$ cat config.mk
export PLATFORM = sky130hd
export DESIGN_NAME = ring_buffer_deque_unit_flat
export DESIGN_NICKNAME = d
export VERILOG_FILES = /design/src/design/rbd_pkg.sv /design/src/design/rbd_if.sv /design/src/design/rbd_datapath.sv /design/src/design/rbd_controller.sv /design/src/design/ring_buffer_deque_unit.sv /design/src/flat_wrapper.sv
export SDC_FILE = /design/constraint.sdc
export NUM_CORES = 1
export LEC_CHECK = 0
export ABC_AREA = 0
export BUFFER_PORTS_ARGS = -buffer_cell sky130_fd_sc_hd__buf_2
export CAP_MARGIN = 30
export CELL_PAD_IN_SITES_DETAIL_PLACEMENT = 0
export CELL_PAD_IN_SITES_GLOBAL_PLACEMENT = 1
export CORE_MARGIN = 2
export CORE_UTILIZATION = 25
export DETAILED_ROUTE_END_ITERATION = 10
export PLACE_DENSITY = 0.58
export SLEW_MARGIN = 5
export SYNTH_ARGS = -nofsm -noshare
export SYNTH_HDL_FRONTEND = slang
export SYNTH_SLANG_ARGS = --single-unit
$ cat constraint.sdc
create_clock -name i_clk -period 3.89 [get_ports i_clk]
set_input_delay 0.5835 -clock i_clk [delete_from_list [all_inputs] [get_ports i_clk]]
set_output_delay 0.5835 -clock i_clk [all_outputs]
set_load 0.02 [all_outputs]
$ cat src/design/rbd_pkg.sv
// Shared types and constants for the ring buffer deque unit.
// No dependencies; compiled first.
package rbd_pkg;

    localparam int CAP_W      = 4;
    localparam int CFG_ADDR_W = 3;
    localparam int PDATA_W    = 32;
    localparam int FIELD_W    = 32;

    localparam logic [CAP_W-1:0] CAP_RESET    = 4'd15;
    localparam logic             REG_CAPACITY = 1'b0;

    typedef enum logic [1:0] {
        OP_PUSH_FRONT = 2'd0,
        OP_PUSH_BACK  = 2'd1,
        OP_POP_FRONT  = 2'd2,
        OP_POP_BACK   = 2'd3
    } t_op;

    typedef enum logic [1:0] {
        ST_DONE  = 2'd0,
        ST_FULL  = 2'd1,
        ST_EMPTY = 2'd2
    } t_status;

    typedef enum logic [1:0] {
        S_IDLE,
        S_EXEC,
        S_LOAD
    } t_state;

    typedef struct packed {
        logic take;
        logic exec;
        logic load;
    } t_dp_cmd;

    typedef struct packed {
        logic pop_ok;
    } t_dp_sts;

endpackage

$ cat src/design/rbd_if.sv
// Valid/ready channel interfaces for request and result items.
// Depends on rbd_pkg.
interface rbd_req_if import rbd_pkg::*; ();
    logic                      valid;
    logic                      ready;
    t_op                       op;
    logic signed [FIELD_W-1:0] value;

    modport source (output valid, output op, output value, input ready);
    modport sink   (input valid, input op, input value, output ready);
endinterface

interface rbd_rsp_if import rbd_pkg::*; ();
    logic                      valid;
    logic                      ready;
    logic signed [FIELD_W-1:0] data_out;
    t_status                   status;
    logic                      is_empty;
    logic                      is_full;

    modport source (output valid, output data_out, output status, output is_empty,
                    output is_full, input ready);
    modport sink   (input valid, input data_out, input status, input is_empty,
                    input is_full, output ready);
endinterface

$ cat src/design/rbd_datapath.sv
// Datapath: capacity register, ring pointers, slot memory and result register.
// Depends on rbd_pkg; driven by rbd_controller commands.
module rbd_datapath import rbd_pkg::*; #(
    parameter int SLOTS      = 16,
    parameter int DATA_WIDTH = 32
) (
    input  logic                      i_clk,
    input  logic                      i_rst_n,
    input  t_dp_cmd                   i_cmd,
    output t_dp_sts                   o_sts,
    input  logic                      i_cfg_we,
    input  logic [CAP_W-1:0]          i_cfg_data,
    output logic [CAP_W-1:0]          o_cap,
    input  t_op                       i_op,
    input  logic [FIELD_W-1:0]        i_value,
    output logic [FIELD_W-1:0]        o_data_out,
    output t_status                   o_status,
    output logic                      o_is_empty,
    output logic                      o_is_full
);

    localparam int IW  = $clog2(SLOTS);
    localparam int LIM = SLOTS - 1;

    logic [CAP_W-1:0]      r_cap;
    logic [IW-1:0]         r_front, n_front;
    logic [IW-1:0]         r_rear, n_rear;
    t_op                   r_op;
    logic [FIELD_W-1:0]    r_value;
    logic [DATA_WIDTH-1:0] r_mem [SLOTS];
    logic [DATA_WIDTH-1:0] r_rd_data;
    logic [FIELD_W-1:0]    r_data_out;
    t_status               r_status, n_status;
    logic                  r_empty;
    logic                  r_full;

    logic [IW-1:0]         w_last;
    logic                  w_empty;
    logic                  w_full;
    logic [IW-1:0]         w_front_next;
    logic [IW-1:0]         w_front_prev;
    logic [IW-1:0]         w_rear_next;
    logic [IW-1:0]         w_rear_prev;
    logic                  w_we;
    logic [IW-1:0]         w_waddr;
    logic                  w_re;
    logic [IW-1:0]         w_raddr;
    logic [63:0]           w_val64;
    logic [63:0]           w_rd64;

    function automatic logic [IW-1:0] f_next(input logic [IW-1:0] idx,
                                             input logic [IW-1:0] last);
        return (idx == last) ? '0 : idx + IW'(1);
    endfunction

    function automatic logic [IW-1:0] f_prev(input logic [IW-1:0] idx,
                                             input logic [IW-1:0] last);
        return (idx == '0) ? last : idx - IW'(1);
    endfunction

    always_comb begin
        if (r_cap == '0) begin
            w_last = IW'(1);
        end else if (int'(r_cap) > LIM) begin
            w_last = IW'(LIM);
        end else begin
            w_last = IW'(r_cap);
        end
    end

    assign w_empty      = (r_front == r_rear);
    assign w_rear_next  = f_next(r_rear, w_last);
    assign w_rear_prev  = f_prev(r_rear, w_last);
    assign w_front_next = f_next(r_front, w_last);
    assign w_front_prev = f_prev(r_front, w_last);
    assign w_full       = (w_rear_next == r_front);
    assign w_val64      = 64'(r_value);
    assign w_rd64       = 64'(r_rd_data);

    always_comb begin
        n_front  = r_front;
        n_rear   = r_rear;
        n_status = ST_DONE;
        w_we     = 1'b0;
        w_waddr  = r_front;
        w_re     = 1'b0;
        w_raddr  = r_rear;
        o_sts.pop_ok = 1'b0;
        unique case (r_op)
            OP_PUSH_FRONT: begin
                if (w_full) begin
                    n_status = ST_FULL;
                end else begin
                    w_we    = 1'b1;
                    w_waddr = r_front;
                    n_front = w_front_prev;
                end
            end
            OP_PUSH_BACK: begin
                if (w_full) begin
                    n_status = ST_FULL;
                end else begin
                    w_we    = 1'b1;
                    w_waddr = w_rear_next;
                    n_rear  = w_rear_next;
                end
            end
            OP_POP_FRONT: begin
                if (w_empty) begin
                    n_status = ST_EMPTY;
                end else begin
                    w_re         = 1'b1;
                    w_raddr      = w_front_next;
                    n_front      = w_front_next;
                    o_sts.pop_ok = 1'b1;
                end
            end
            OP_POP_BACK: begin
                if (w_empty) begin
                    n_status = ST_EMPTY;
                end else begin
                    w_re         = 1'b1;
                    w_raddr      = r_rear;
                    n_rear       = w_rear_prev;
                    o_sts.pop_ok = 1'b1;
                end
            end
            default: begin
                n_status = ST_DONE;
            end
        endcase
    end

    always_ff @(posedge i_clk) begin
        if (!i_rst_n) begin
            r_cap   <= CAP_RESET;
            r_front <= '0;
            r_rear  <= '0;
        end else if (i_cfg_we) begin
            r_cap   <= i_cfg_data;
            r_front <= '0;
            r_rear  <= '0;
        end else if (i_cmd.exec) begin
            r_front <= n_front;
            r_rear  <= n_rear;
        end
    end

    always_ff @(posedge i_clk) begin
        if (i_cmd.take) begin
            r_op    <= i_op;
            r_value <= i_value;
        end
        if (i_cmd.exec) begin
            r_data_out <= '0;
            r_status   <= n_status;
            r_empty    <= (n_front == n_rear);
            r_full     <= (f_next(n_rear, w_last) == n_front);
        end else if (i_cmd.load) begin
            r_data_out <= w_rd64[FIELD_W-1:0];
        end
    end

    always_ff @(posedge i_clk) begin
        if (i_cmd.exec && w_we) begin
            r_mem[w_waddr] <= w_val64[DATA_WIDTH-1:0];
        end
        if (i_cmd.exec && w_re) begin
            r_rd_data <= r_mem[w_raddr];
        end
    end

    assign o_cap      = r_cap;
    assign o_data_out = r_data_out;
    assign o_status   = r_status;
    assign o_is_empty = r_empty;
    assign o_is_full  = r_full;

    a_ptr_in_ring: assert property (@(posedge i_clk) disable iff (!i_rst_n)
        (r_front <= w_last) && (r_rear <= w_last))
        else $error("ring pointer beyond active slot count");

endmodule

$ cat src/design/rbd_controller.sv
// Controller state machine: input handshake, execute and load sequencing,
// result valid flag. Depends on rbd_pkg.
module rbd_controller import rbd_pkg::*; (
    input  logic    i_clk,
    input  logic    i_rst_n,
    input  logic    i_in_valid,
    output logic    o_in_ready,
    output logic    o_out_valid,
    input  logic    i_out_ready,
    output t_dp_cmd o_cmd,
    input  t_dp_sts i_sts
);

    t_state r_state, n_state;
    logic   r_out_valid, n_out_valid;
    logic   w_room;
    logic   w_set;

    assign w_room = !r_out_valid || i_out_ready;

    always_ff @(posedge i_clk) begin
        if (!i_rst_n) begin
            r_state     <= S_IDLE;
            r_out_valid <= 1'b0;
        end else begin
            r_state     <= n_state;
            r_out_valid <= n_out_valid;
        end
    end

    always_comb begin
        n_state    = r_state;
        o_cmd      = '0;
        o_in_ready = 1'b0;
        w_set      = 1'b0;
        unique case (r_state)
            S_IDLE: begin
                o_in_ready = 1'b1;
                if (i_in_valid) begin
                    o_cmd.take = 1'b1;
                    n_state    = S_EXEC;
                end
            end
            S_EXEC: begin
                if (w_room) begin
                    o_cmd.exec = 1'b1;
                    if (i_sts.pop_ok) begin
                        n_state = S_LOAD;
                    end else begin
                        w_set   = 1'b1;
                        n_state = S_IDLE;
                    end
                end
            end
            S_LOAD: begin
                o_cmd.load = 1'b1;
                w_set      = 1'b1;
                n_state    = S_IDLE;
            end
            default: begin
                n_state = S_IDLE;
            end
        endcase
        n_out_valid = (r_out_valid && !i_out_ready) || w_set;
    end

    assign o_out_valid = r_out_valid;

    a_load_after_pop: assert property (@(posedge i_clk) disable iff (!i_rst_n)
        (r_state == S_LOAD) |-> $past(r_state == S_EXEC && i_sts.pop_ok))
        else $error("load step without a successful pop");

    a_load_room: assert property (@(posedge i_clk) disable iff (!i_rst_n)
        (r_state == S_LOAD) |-> !r_out_valid)
        else $error("result register occupied during load");

    a_valid_source: assert property (@(posedge i_clk) disable iff (!i_rst_n)
        $rose(r_out_valid) |-> $past(r_state == S_EXEC || r_state == S_LOAD))
        else $error("result valid raised outside execute or load");

endmodule

$ cat src/design/ring_buffer_deque_unit.sv
// Top level of the ring buffer deque unit: APB register decode and wiring of
// controller and datapath. Depends on rbd_pkg, rbd_if, rbd_controller, rbd_datapath.
//
// A push, or any rejected operation, passes through the accept and execute
// states; a successful pop adds a load state, needed because the slot memory
// has a registered read port. A new item is taken once the unit is back in
// its idle state, while an earlier result may still wait in the output
// register. Writing the capacity register empties the deque.
module ring_buffer_deque_unit import rbd_pkg::*; #(
    parameter int SLOTS      = 16,
    parameter int DATA_WIDTH = 32
) (
    input  logic                  i_clk,
    input  logic                  i_rst_n,
    rbd_req_if.sink               i_req,
    rbd_rsp_if.source             o_rsp,
    input  logic                  psel,
    input  logic                  penable,
    input  logic                  pwrite,
    input  logic [CFG_ADDR_W-1:0] paddr,
    input  logic [PDATA_W-1:0]    pwdata,
    output logic [PDATA_W-1:0]    prdata,
    output logic                  pready
);

    t_dp_cmd          w_cmd;
    t_dp_sts          w_sts;
    logic             w_cfg_we;
    logic [CAP_W-1:0] w_cap;
    logic [FIELD_W-1:0] w_data_out;

    assign pready   = 1'b1;
    assign w_cfg_we = psel && penable && pwrite && (paddr[2] == REG_CAPACITY);
    assign prdata   = (paddr[2] == REG_CAPACITY) ? PDATA_W'(w_cap) : '0;

    rbd_controller u_ctrl (
        .i_clk       (i_clk),
        .i_rst_n     (i_rst_n),
        .i_in_valid  (i_req.valid),
        .o_in_ready  (i_req.ready),
        .o_out_valid (o_rsp.valid),
        .i_out_ready (o_rsp.ready),
        .o_cmd       (w_cmd),
        .i_sts       (w_sts)
    );

    rbd_datapath #(
        .SLOTS      (SLOTS),
        .DATA_WIDTH (DATA_WIDTH)
    ) u_dp (
        .i_clk      (i_clk),
        .i_rst_n    (i_rst_n),
        .i_cmd      (w_cmd),
        .o_sts      (w_sts),
        .i_cfg_we   (w_cfg_we),
        .i_cfg_data (pwdata[CAP_W-1:0]),
        .o_cap      (w_cap),
        .i_op       (i_req.op),
        .i_value    (i_req.value),
        .o_data_out (w_data_out),
        .o_status   (o_rsp.status),
        .o_is_empty (o_rsp.is_empty),
        .o_is_full  (o_rsp.is_full)
    );

    assign o_rsp.data_out = w_data_out;

endmodule
$ cat src/flat_wrapper.sv
// flat-port wrapper written by rule: the top's interface ports become plain ports
module ring_buffer_deque_unit_flat import rbd_pkg::*;
#(
    parameter int SLOTS      = 16,
    parameter int DATA_WIDTH = 32
)
  (i_clk, i_rst_n, psel, penable, pwrite, paddr, pwdata, prdata, pready, i_req_valid, i_req_op, i_req_value, i_req_ready, o_rsp_valid, o_rsp_data_out, o_rsp_status, o_rsp_is_empty, o_rsp_is_full, o_rsp_ready);
  rbd_req_if i_req_i ();
  rbd_rsp_if o_rsp_i ();
  input  logic i_clk;
  input  logic i_rst_n;
  input  logic psel;
  input  logic penable;
  input  logic pwrite;
  input  logic [CFG_ADDR_W-1:0] paddr;
  input  logic [PDATA_W-1:0] pwdata;
  output logic [PDATA_W-1:0] prdata;
  output logic pready;
  input wire logic [$bits(i_req_i.valid)-1:0] i_req_valid;
  input wire logic [$bits(i_req_i.op)-1:0] i_req_op;
  input wire logic [$bits(i_req_i.value)-1:0] i_req_value;
  output wire logic [$bits(i_req_i.ready)-1:0] i_req_ready;
  output wire logic [$bits(o_rsp_i.valid)-1:0] o_rsp_valid;
  output wire logic [$bits(o_rsp_i.data_out)-1:0] o_rsp_data_out;
  output wire logic [$bits(o_rsp_i.status)-1:0] o_rsp_status;
  output wire logic [$bits(o_rsp_i.is_empty)-1:0] o_rsp_is_empty;
  output wire logic [$bits(o_rsp_i.is_full)-1:0] o_rsp_is_full;
  input wire logic [$bits(o_rsp_i.ready)-1:0] o_rsp_ready;
  assign i_req_i.valid = i_req_valid;
  assign i_req_i.op = i_req_op;
  assign i_req_i.value = i_req_value;
  assign i_req_ready = i_req_i.ready;
  assign o_rsp_valid = o_rsp_i.valid;
  assign o_rsp_data_out = o_rsp_i.data_out;
  assign o_rsp_status = o_rsp_i.status;
  assign o_rsp_is_empty = o_rsp_i.is_empty;
  assign o_rsp_is_full = o_rsp_i.is_full;
  assign o_rsp_i.ready = o_rsp_ready;
  ring_buffer_deque_unit #(.SLOTS(SLOTS), .DATA_WIDTH(DATA_WIDTH)) u_core (.i_clk(i_clk), .i_rst_n(i_rst_n), .i_req(i_req_i), .o_rsp(o_rsp_i), .psel(psel), .penable(penable), .pwrite(pwrite), .paddr(paddr), .pwdata(pwdata), .prdata(prdata), .pready(pready));
endmodule
==> reports/metrics.csv, run 1 <==
stage,metric,value,unit
grt,grt_pass1_wl,98700,um
finish,diodes,0,
routing,drc,0,
timing,slew_viol_final,0,
finish,layout_common_cells,"edfxtp_1 (582), nand2_1 (283), a211oi_1 (168)",
clocking,clockBufferDepth,3,
floorplan,die_w,325,um
power_and_ir_drop,power_density,541,nW/um2
critical_path,crit_arrival,3.87,ns
floorplan,io_pins,147,
synth,synth-seq-cells,629,
flow_run,max_cap_viol_count,0,
critical_path,cp_slowest_stage_delay,0.42,ns
synth,synth_top_area_frac,0.679,
placed_design,portBuffers,87,
timing,finalWorstSetupSlack,0.312,ns
routing,avgRoutedWirePerCell,19.3,um
timing,finalHoldViolations,0,
power_and_ir_drop,max-vdd-ir-drop,0.308,mV
finish,drive_gt1_frac,0.171,
timing,max_freq,0.279,GHz
timing,tightest_slew,0.808,ns
routing,drt_iter0_markers,1152,
clocking,cts_setup_buffers,0,
critical_path,path_cells,"or2_1, a31oi_1, a31oi_4, xnor2_2, and3_2, buf_4, nor3_1, nor2b_1, nand2b_1, nor2_4, buf_12",
status,outcome,"complete, no violations",
finish,finalNetCount,2103,
finish,final_cells,3441,
finish,area_growth,21.6,%
timing,period_needed,3.58,ns
synth,synth_area_leaders,"edfxtp_1 (68%), a211oi_1 (4.9%), nand2_1 (4.1%), dfxtp_1 (3.7%), a311oi_1 (2.2%)",
synth,avgSynthCellArea,13.7,um2
grt,grt_max_degree,57,
clocking,root_buffer,clkbuf_16,
floorplan,fp.dieH,325,um
grt,antenna_found_initial,0,
placed_design,dp_hpwl,38200,um
timing,rsz0062_at_grt,false,
routing,ant_nets,0,
placed_design,dp_cells,3314,
synth,synth-seq-area-share,0.715,
floorplan,die_area,106000,um2
routing,first_pass_iters,5,
grt,track_usage,0.123,
clocking,clk_latency,0.61,ns
routing,vias_per_cell,4.57,
synth,syn_area,25700,um2
placed_design,dpl_worst_slack,0.225,ns
critical_path,critPathKind,reg -> reg,
critical_path,worst-path-max-fanout,19,
clocking,cts.sinks,629,
routing,drt-total-wl,66200,um
critical_path,cp-end-kind,flip-flop,
timing,setup_viol,0,
synth,synth-edff-count,582,
timing,fin_crit_sh,0.920,
clocking,ctsResizeCount,0,
clocking,hold_buffers,0,
finish,final_common_cell,edfxtp_1,
power_and_ir_drop,p_leak,0.0103,uW
critical_path,cp.required,4.18,ns
synth,synth_top_cell_by_area,edfxtp_1,
synth,synth_ff_type,edfxtp_1,
routing,vias,15700,
clocking,cts-buffers-inserted,71,
placed_design,gp_congestion,0.760,
synth,yosys_warnings,0,
timing,fin_setup_tns,0,ns
timing,skew,0.0306,ns
clocking,h-tree-depth,3,
clocking,clk_pin_slew_worst_paths,0.06,ns
critical_path,cp-start-kind,flip-flop,
synth,synth_cell_types,72,
timing,maxSlewHeadroom,0.462,
synth,postSynthCellCount,1877,
floorplan,initial_utilization,0.252,
floorplan,placementRows,117,
synth,ys_async_sr_fraction,0,
critical_path,cp_slowest_cell,dfxtp_1,
worst_hold_path,min_path_type,in -> reg,
clocking,tritoncts,yes,
grt,grt_pass1_vias,15500,
grt,grt-ovfl-total,0,
floorplan,coreArea,102000,um2
-- kinds of logic after synthesis --
logic type,synth area share
simple gates,0.103
xor+xnor,0.00899
flops,0.715
buf+inv,0.0316
fa+ha+maj,0.00389
compound gates,0.122
other cells,0.000292
mux,0.0152
-- worst paths after layout --
kind,depth (start not counted),end,slack (ns),startpoint
max,11,u_core.u_dp.r_mem[15][12],0.31,u_core.u_dp.o_cap[1]
min,1,u_core.u_dp.r_value[8],0.15,i_req_value[8]
max reg2reg,11,u_core.u_dp.r_mem[15][12],0.31,u_core.u_dp.o_cap[1]
min reg2reg,2,u_core.u_dp.o_data_out[4],0.49,u_core.u_dp.r_rd_data[4]
-- state kept, by name, indices dropped and copies added (netlist names), 2 cells and up --
signal,count
u_core.u_dp.o_data_out,32
u_core.u_dp.r_op,2
u_core.u_dp.r_front,4
u_core.u_dp.r_value,32
u_core.u_dp.o_status,2
u_core.u_dp.o_cap,4
u_core.u_dp.r_rear,4
u_core.u_ctrl.r_state,2
u_core.u_dp.r_mem,512
u_core.u_dp.r_rd_data,32
-- area by class of cell --
type	instances	area [um2]
clock inverters	36	428
well taps	1368	1710
repair buffers	203	1930
multi-input cells	1102	6790
fillers	10100	70700
flip-flops and latches	629	18400
inverters	12	45.0
clock buffers	91	1980
-- worst max-delay path: cells and delay by family (launching register included) --
kind / cells / cell delay, ns
flip-flops: 1 / 0.42
AO/OA/AOI/OAI: 2 / 0.60
AND/OR/NAND/NOR: 6 / 1.61
buffers and inverters: 2 / 0.39
XOR/XNOR: 1 / 0.21
-- cell usage after synthesis, drive strengths merged (39+ instances only) --
master    n
a211oi  170
a21oi    76
a311oi   67
a31oi    70
and2    132
buf      65
clkbuf   96
dfxtp    47
edfxtp  582
mux2i    39
nand2   283
nor2     84
-- where the power goes --
group,total (uW),internal [uW],switching [uW]
combinational,2330,888,1440
sequential,7760,7610,151
clock,6830,4090,2740
total,16900,12600,4330
-- metal layers --
| metal | wire (um) | track usage | vias to the layer above |
|---|---|---|---|
| met5 | 0 | 0 | - |
| met4 | 1320 | 0.0332 | 0 |
| met3 | 3260 | 0.0260 | 100 |
| met2 | 31800 | 0.205 | 396 |
| met1 | 29900 | 0.163 | 7864 |
| li1 | - | - | 7375 |
-- through the flow --
step	hold WS [ns]	power, uW	area [um2]	util
3_5_place_dp	0.478	10300	28900	0.283
4_1_cts	0.108	17100	31300	0.307
2_1_floorplan	0.456	9360	25900	-
3_3_place_gp	0.466	10200	28900	0.283
6_report	0.147	16900	31300	0.307
5_1_grt	0.115	17700	31300	0.307
Note: power is estimated with default switching activity, not from simulation.
==> run 2: changes to the inputs <==
--- a/config.mk
+++ b/config.mk
@@ -5,7 +5,7 @@
 export SDC_FILE = /design/constraint.sdc
 export NUM_CORES = 1
 export LEC_CHECK = 0
-export ABC_AREA = 0
+export ABC_AREA = 1
 export BUFFER_PORTS_ARGS = -buffer_cell sky130_fd_sc_hd__buf_2
 export CAP_MARGIN = 30
 export CELL_PAD_IN_SITES_DETAIL_PLACEMENT = 0
@@ -17,4 +17,5 @@
 export SLEW_MARGIN = 5
 export SYNTH_ARGS = -nofsm -noshare
 export SYNTH_HDL_FRONTEND = slang
+export SYNTH_HIERARCHICAL = 1
 export SYNTH_SLANG_ARGS = --single-unit
==> run 2 against run 1 <==
  * First-iteration DRC count shrank 14%
  * Worst hold slack lost 0.0048 ns
  * Non-clock buffer count shrank 43
  * Wire length grew 2.0%
  * Maximum frequency grew 3.5%
  * Utilization shrank 0.81 points
  * Sequential share of layout area grew 0.66 points
  * Register-to-register slack gained 0.12 ns
  * Critical endpoint is now u_core/u_dp/r_rd_data[26]
  * Largest power group unchanged
  * Highest routed layer is now met5
==> reports/metrics.csv, run 2 <==
stage,metric,value,unit
synth,yosys_warnings,6,
synth,synth-seq-area-share,0.703,
routing,drt_iter0_markers,989,
routing,avgRoutedWirePerCell,18.0,um
finish,area_growth,18.2,%
finish,final_common_cell,edfxtp_1,
timing,finalHoldViolations,0,
status,outcome,"complete, no violations",
clocking,clk_latency,0.62,ns
worst_hold_path,hold_depth,1,
finish,drive_gt1_frac,0.139,
timing,slew_viol_final,0,
finish,regArea,18400,um2
critical_path,regToRegEndpoint,u_core/u_dp/r_rd_data[26],
clocking,tritoncts,yes,
synth,syn_area,26200,um2
power_and_ir_drop,power_density,577,nW/um2
clocking,cts.sinks,629,
critical_path,worst-path-max-fanout,172,
routing,first_pass_iters,5,
finish,finalNetCount,2407,
placed_design,dp_cells,3630,
grt,grt-ovfl-total,0,
worst_hold_path,min_path_type,in -> reg,
critical_path,r2r_slack,0.43,ns
synth,ys_async_sr_fraction,0,
critical_path,crit_arrival,3.83,ns
power_and_ir_drop,p_int,12500,uW
grt,track_usage,0.125,
clocking,root_buffer,clkbuf_16,
synth,synth_top_cell_by_area,edfxtp_1,
grt,grt_pass1_vias,16100,
critical_path,cp-end-kind,flip-flop,
clocking,cts-buffers-inserted,70,
timing,setup_viol,0,
power_and_ir_drop,p_leak,0.0113,uW
routing,vias,16300,
synth,postSynthCellCount,2216,
floorplan,placementRows,118,
routing,vias_per_cell,4.34,
synth,synth_ff_type,edfxtp_1,
synth,synth-seq-cells,629,
critical_path,rr_worst_depth,18,
timing,fin_setup_tns,0,ns
power_and_ir_drop,p_comb_frac,0.195,
timing,maxSlewHeadroom,0.493,
floorplan,fp.dieH,328,um
clocking,clk_pin_slew_worst_paths,0.06,ns
flow_run,max_cap_viol_count,0,
clocking,h-tree-depth,3,
critical_path,critPathKind,reg -> reg,
routing,drt-total-wl,67600,um
timing,fin_crit_sh,0.889,
floorplan,die_area,107000,um2
synth,synth_top_area_frac,0.667,
routing,ant_nets,0,
placed_design,dp_hpwl,39100,um
critical_path,r2r_start,u_core/u_dp/r_front[3],
critical_path,cp-start-kind,flip-flop,
synth,avgSynthCellArea,11.8,um2
finish,multi_input_area,5980,um2
placed_design,gp_congestion,0.809,
grt,grt_pass1_wl,102000,um
timing,max_freq,0.289,GHz
synth,synth-edff-count,582,
power_and_ir_drop,max-vdd-ir-drop,0.305,mV
critical_path,cp_slowest_cell,dfxtp_1,
power_and_ir_drop,pwr-share-seq,0.450,
critical_path,crit_top_cell,inv_2,
critical_path,cp_slowest_stage_delay,0.54,ns
power_and_ir_drop,swShare,0.298,
worst_hold_path,worstHoldStart,i_req_value[0],
power_and_ir_drop,pwr-share-clk,0.355,
timing,rsz0062_at_grt,false,
placed_design,portBuffers,87,
clocking,cts_setup_buffers,0,
clocking,ctsResizeCount,0,
timing,tightest_slew,0.760,ns
clocking,hold_buffers,0,
synth,synth_area_leaders,"edfxtp_1 (67%), inv_1 (4.3%), nand3_1 (4.2%), o211ai_1 (3.9%), dfxtp_1 (3.6%)",
finish,largest_reg_flops,512,
finish,layout_common_cells,"edfxtp_1 (582), inv_1 (301), nand2_1 (240)",
synth,synth_common_cells,"edfxtp_1 (582), inv_1 (303), nand2_1 (240)",
floorplan,coreArea,104000,um2
floorplan,initial_utilization,0.253,
floorplan,io_pins,147,
worst_hold_path,min_to,u_core/u_dp/r_value[0],
grt,grt_max_degree,173,
timing,skew,0.0265,ns
grt,antenna_found_initial,1,
finish,fillers,10500,
critical_path,cp.required,4.26,ns
finish,regMostFlops,u_core/u_dp/r_mem,
critical_path,path_cells,"inv_2, nor2_1, nor3_1, nand2_2, inv_2, nor2_2, inv_2, nor2_4, nand2_1, inv_2, nand2_2, o21ai_4, buf_12, a21oi_1, o21ai_0, nand3_1, nand3_1, nand2_1",
routing,drc,0,
power_and_ir_drop,power_switching,5320,uW
clocking,clockBufferDepth,3,
floorplan,die_w,328,um
finish,final_cells,3756,
synth,synth_cell_types,39,
timing,period_needed,3.46,ns
synth,synth_most_common_cell,edfxtp_1,
==> run 2: changes by cell type in the layout (fill, tap and decap cells not counted), moves of 70 or more <==
cell      change
a21oi_1      +77
a211oi_1    -166
inv_1       +292
and2_0       -70
o21ai_0     +105
nand3_1     +210
o211ai_1    +134
==> run 2: worst max-delay path by stage <==
stage	cells past startpoint	startpoint	slack, ns	to
final	18	u_core/u_dp/r_front[3]	0.43	u_core/u_dp/r_rd_data[26]
after global routing	18	u_core/u_dp/r_front[3]	0.13	u_core/u_dp/r_rd_data[29]
after CTS	16	u_core/u_dp/r_rear[3]	0.38	u_core/u_dp/r_mem[11][24]
after detailed placement	16	u_core/u_dp/r_rear[3]	0.44	u_core/u_dp/r_mem[11][26]
after global placement	17	u_core/u_dp/r_rear[3]	0.45	u_core/u_dp/r_mem[13][28]
after floorplan	12	u_core/u_dp/r_rear[0]	0.31	u_core/u_dp/r_mem[13][0]
==> run 2: logic make-up (layout without fill, tap and decap cells) <==
| logic type | count (synthesis) | in the layout | synth area share |
|---|---|---|---|
| other | 2 | 30 | 0.000287 |
| AOI/OAI and AO/OA | 481 | 481 | 0.106 |
| DFF | 629 | 629 | 0.703 |
| and+or+nand+nor | 607 | 607 | 0.103 |
| buffers and inverters | 475 | 607 | 0.0780 |
| adders and majority gates | 9 | 9 | 0.00430 |
| xor gates and xnor gates | 13 | 13 | 0.00435 |
==> run 2: layout make-up <==
cell class | count | share of cell area
Antenna cell | 1 | 0.0000808
Clock buffer | 87 | 0.0600
Clock inverter | 38 | 0.0110
Inverter | 322 | 0.0393
Multi-Input combinational cell | 1139 | 0.193
Sequential cell | 629 | 0.595
Tap cell | 1380 | 0.0558
Timing Repair Buffer | 160 | 0.0458
==> run 2: critical path, delay by kind of cell, from the launching register on <==
| kind | cells | cell delay (ns) |
|---|---|---|
| AO/OA/AOI/OAI | 3 | 0.35 |
| flip-flops | 1 | 0.54 |
| AND/OR/NAND/NOR | 10 | 1.19 |
| buffers and inverters | 5 | 0.91 |
==> run 2: stage by stage <==
step | worst slack, ns | total power, uW | hold slack [ns] | cell area (um2) | util
finish | 0.432 | 17900 | 0.143 | 31000 | 0.299
global route | 0.130 | 18800 | 0.116 | 31000 | 0.299
CTS | 0.377 | 18100 | 0.0990 | 31000 | 0.299
detailed placement | 0.436 | 11700 | 0.466 | 28800 | 0.277
global placement | 0.451 | 11600 | 0.461 | 28700 | 0.277
floorplan | 0.310 | 10600 | 0.447 | 26300 | -
==> run 2: layer usage <==
metal | routed length, um | up-vias | global-route usage
met5 | 13 | - | 0
met4 | 1220 | 2 | 0.0377
met3 | 2790 | 93 | 0.0184
met2 | 32900 | 321 | 0.215
met1 | 30700 | 7954 | 0.164
li1 | - | 7935 | -
==> run 2: power groups by stage <==
stage / Sequential [uW] / Clock [uW] / Combinational [uW]
after CTS: 8040 / 6560 / 3540
final: 8030 / 6340 / 3490
after global routing: 8070 / 6800 / 3940
after global placement: 8160 / 0 / 3470
after floorplan: 8160 / 0 / 2410
after detailed placement: 8180 / 0 / 3530
==> run 3: changes to the inputs <==
==> constraint.sdc (replaced) <==
create_clock -name i_clk -period 3.05 [get_ports i_clk]
set_input_delay 0.4575 -clock i_clk [delete_from_list [all_inputs] [get_ports i_clk]]
set_output_delay 0.4575 -clock i_clk [all_outputs]
set_load 0.02 [all_outputs]
==> run 3 against run 2 <==
  * Flip-flop and latch count stayed put
  * Critical path depth up 1
  * Largest cell class unchanged
  * Non-clock buffer count rose by 82
  * Worst hold slack worse by 0.11 ns
  * Combinational power grew 43%
  * Total power grew 33%
  * Design area up 3.7%
==> reports/metrics.csv, run 3 (synthesis results as in run 2) <==
stage,metric,value,unit
timing,hold-worst-slack,0.0338,ns
power_and_ir_drop,swShare,0.289,
status,outcome,"complete, no violations",
critical_path,critPathKind,reg -> reg,
power_and_ir_drop,power_density,741,nW/um2
timing,max_freq,0.355,GHz
critical_path,cp.required,3.35,ns
critical_path,regToRegEndpoint,u_core/u_dp/r_mem[3][17],
power_and_ir_drop,p_int,16900,uW
timing,skew,0.0276,ns
grt,grt-ovfl-total,0,
floorplan,coreArea,104000,um2
critical_path,cp_slowest_stage_delay,0.45,ns
critical_path,cp-start-kind,flip-flop,
timing,finalHoldViolations,0,
critical_path,cp-end-kind,flip-flop,
finish,design_area,32100,um2
worst_hold_path,hold_depth,1,
worst_hold_path,min_path_type,in -> reg,
power_and_ir_drop,p_comb_frac,0.210,
floorplan,fp.dieH,328,um
routing,drt_iter0_markers,1247,
routing,vias,16700,
routing,ant_nets,0,
placed_design,dp_cells,3687,
routing,drc,0,
clocking,tritoncts,yes,
worst_hold_path,min_to,u_core/u_dp/r_value[9],
grt,grt_max_degree,90,
grt,grt_pass1_wl,103000,um
critical_path,crit_buf_inv,7,
critical_path,path_delay_family,simple AND/OR/NAND/NOR gates,
power_and_ir_drop,power_switching,6880,uW
finish,final_common_cell,edfxtp_1,
critical_path,r2r_start,u_core/u_dp/r_rear[1],
timing,rsz0062_at_grt,true,
timing,tightest_slew,0.730,ns
clocking,clk_pin_slew_worst_paths,0.06,ns
clocking,h-tree-depth,3,
critical_path,cp_slowest_cell,dfxtp_2,
floorplan,die_area,107000,um2
clocking,clk_latency,0.62,ns
floorplan,placementRows,118,
placed_design,portBuffers,87,
timing,maxSlewHeadroom,0.508,
grt,track_usage,0.128,
floorplan,initial_utilization,0.253,
flow_run,max_cap_viol_count,0,
routing,first_pass_iters,8,
critical_path,crit_arrival,3.11,ns
finish,largest_reg_flops,512,
grt,antenna_found_initial,6,
critical_path,worst-path-max-fanout,13,
clocking,cts.sinks,629,
worst_hold_path,worstHoldStart,i_req_value[9],
timing,setup_viol,0,
finish,drive_gt1_frac,0.169,
finish,layout_common_cells,"edfxtp_1 (582), inv_1 (301), nand2_1 (240)",
placed_design,gp_congestion,0.833,
routing,avgRoutedWirePerCell,18.3,um
power_and_ir_drop,p_leak,0.0119,uW
placed_design,dpl_cell_area,29400,um2
routing,drt-total-wl,70100,um
critical_path,r2r_slack,0.23,ns
power_and_ir_drop,pwr-share-clk,0.360,
timing,period_needed,2.82,ns
finish,finalNetCount,2487,
grt,grt_pass1_vias,16000,
timing,slew_viol_final,0,
timing,fin_setup_tns,0,ns
critical_path,crit_top_cell,nand2_1,
timing,fin_crit_sh,0.923,
routing,vias_per_cell,4.37,
power_and_ir_drop,max-vdd-ir-drop,0.400,mV
placed_design,dp_hpwl,41300,um
critical_path,path_cells,"inv_2, nand2_1, nand2_1, inv_2, nor2_4, nand2_4, nand2_1, nand2_1, nand2_1, nand2_1, inv_2, nand2_4, inv_2, nor3_4, buf_4, nand3b_1, buf_4, nor2_4, buf_12",
floorplan,io_pins,147,
finish,area_growth,22.6,%
clocking,root_buffer,clkbuf_16,
critical_path,rr_worst_depth,19,
power_and_ir_drop,pwr-share-seq,0.430,
floorplan,die_w,328,um
clocking,cts-buffers-inserted,68,
clocking,clockBufferDepth,3,
finish,regMostFlops,u_core/u_dp/r_mem,
finish,final_cells,3835,
-- run 3: cell count changes in the layout (fill, tap and decap cells not counted), moves of 8 or more --
cell / change
buf_4: +38
buf_12: +23
dlygate4sd3_1: +16
clkbuf_1: -8
clkbuf_8: +8
-- run 3: stage by stage --
step                      setup WS (ns)  utilization  power, uW
after floorplan                  -0.487            -      13500
after global placement           -0.216        0.284      15200
after detailed placement         -0.156        0.284      15300
after CTS                       0.00460        0.308      23900
after global routing            -0.0293        0.310      25000
final                             0.235        0.310      23800
-- run 3: final cells by class --
type / instances / area, um2
Sequential cell: 629 / 18400
Multi-Input combinational cell: 1139 / 6010
Timing Repair Buffer: 242 / 2400
Fill cell: 10500 / 71500
Clock inverter: 36 / 430
Clock buffer: 85 / 1890
Tap cell: 1380 / 1730
Antenna cell: 2 / 5.00
Inverter: 322 / 1220
-- run 3: worst max path at each step --
stage	from	to	slack, ns	cells past startpoint
5_1_grt	u_core/u_dp/r_rear[1]	u_core/u_dp/o_is_full	-0.03	22
6_report	u_core/u_dp/r_rear[1]	u_core/u_dp/r_mem[3][17]	0.23	19
3_5_place_dp	u_core/u_dp/r_rear[1]	u_core/u_dp/r_mem[1][25]	-0.16	19
2_1_floorplan	u_core/u_dp/r_rear[0]	u_core/u_dp/r_mem[10][0]	-0.49	12
4_1_cts	u_core/u_dp/o_cap[1]	u_core/u_dp/r_mem[3][16]	0.005	19
3_3_place_gp	u_core/u_dp/r_rear[1]	u_core/u_dp/r_mem[3][15]	-0.22	19
-- run 3: per-layer routing --
| layer | share of wire | vias up | track usage |
|---|---|---|---|
| li1 | - | 8107 | - |
| met1 | 0.45 | 8176 | 0.170 |
| met2 | 0.48 | 374 | 0.213 |
| met3 | 0.052 | 89 | 0.0224 |
| met4 | 0.021 | 2 | 0.0379 |
| met5 | 0.00019 | - | 0 |
-- run 3: repair_timing --
action                     CTS  global route
pin swaps                    0             1
gates resized for setup      4            13
cloned                       0             3
buffers inserted             0             6
setup endpoints to repair  512           537
hold buffers                16             0
hold endpoints to repair    16             0
-- run 3: worst reg2reg max path: cells and delay by family (launching register included) --
kind / cells / cell delay (ns)
DFF: 1 / 0.45
buffers and inverters: 7 / 0.91
and+or+nand+nor: 12 / 1.15
-- run 3: power by group through the flow --
stage | logic, uW | clock network (uW) | registers, uW
2_1_floorplan | 3100 | 0 | 10400
4_1_cts | 4910 | 8800 | 10200
5_1_grt | 5590 | 9120 | 10300
3_5_place_dp | 4870 | 0 | 10400
3_3_place_gp | 4830 | 0 | 10400
6_report | 5000 | 8560 | 10200
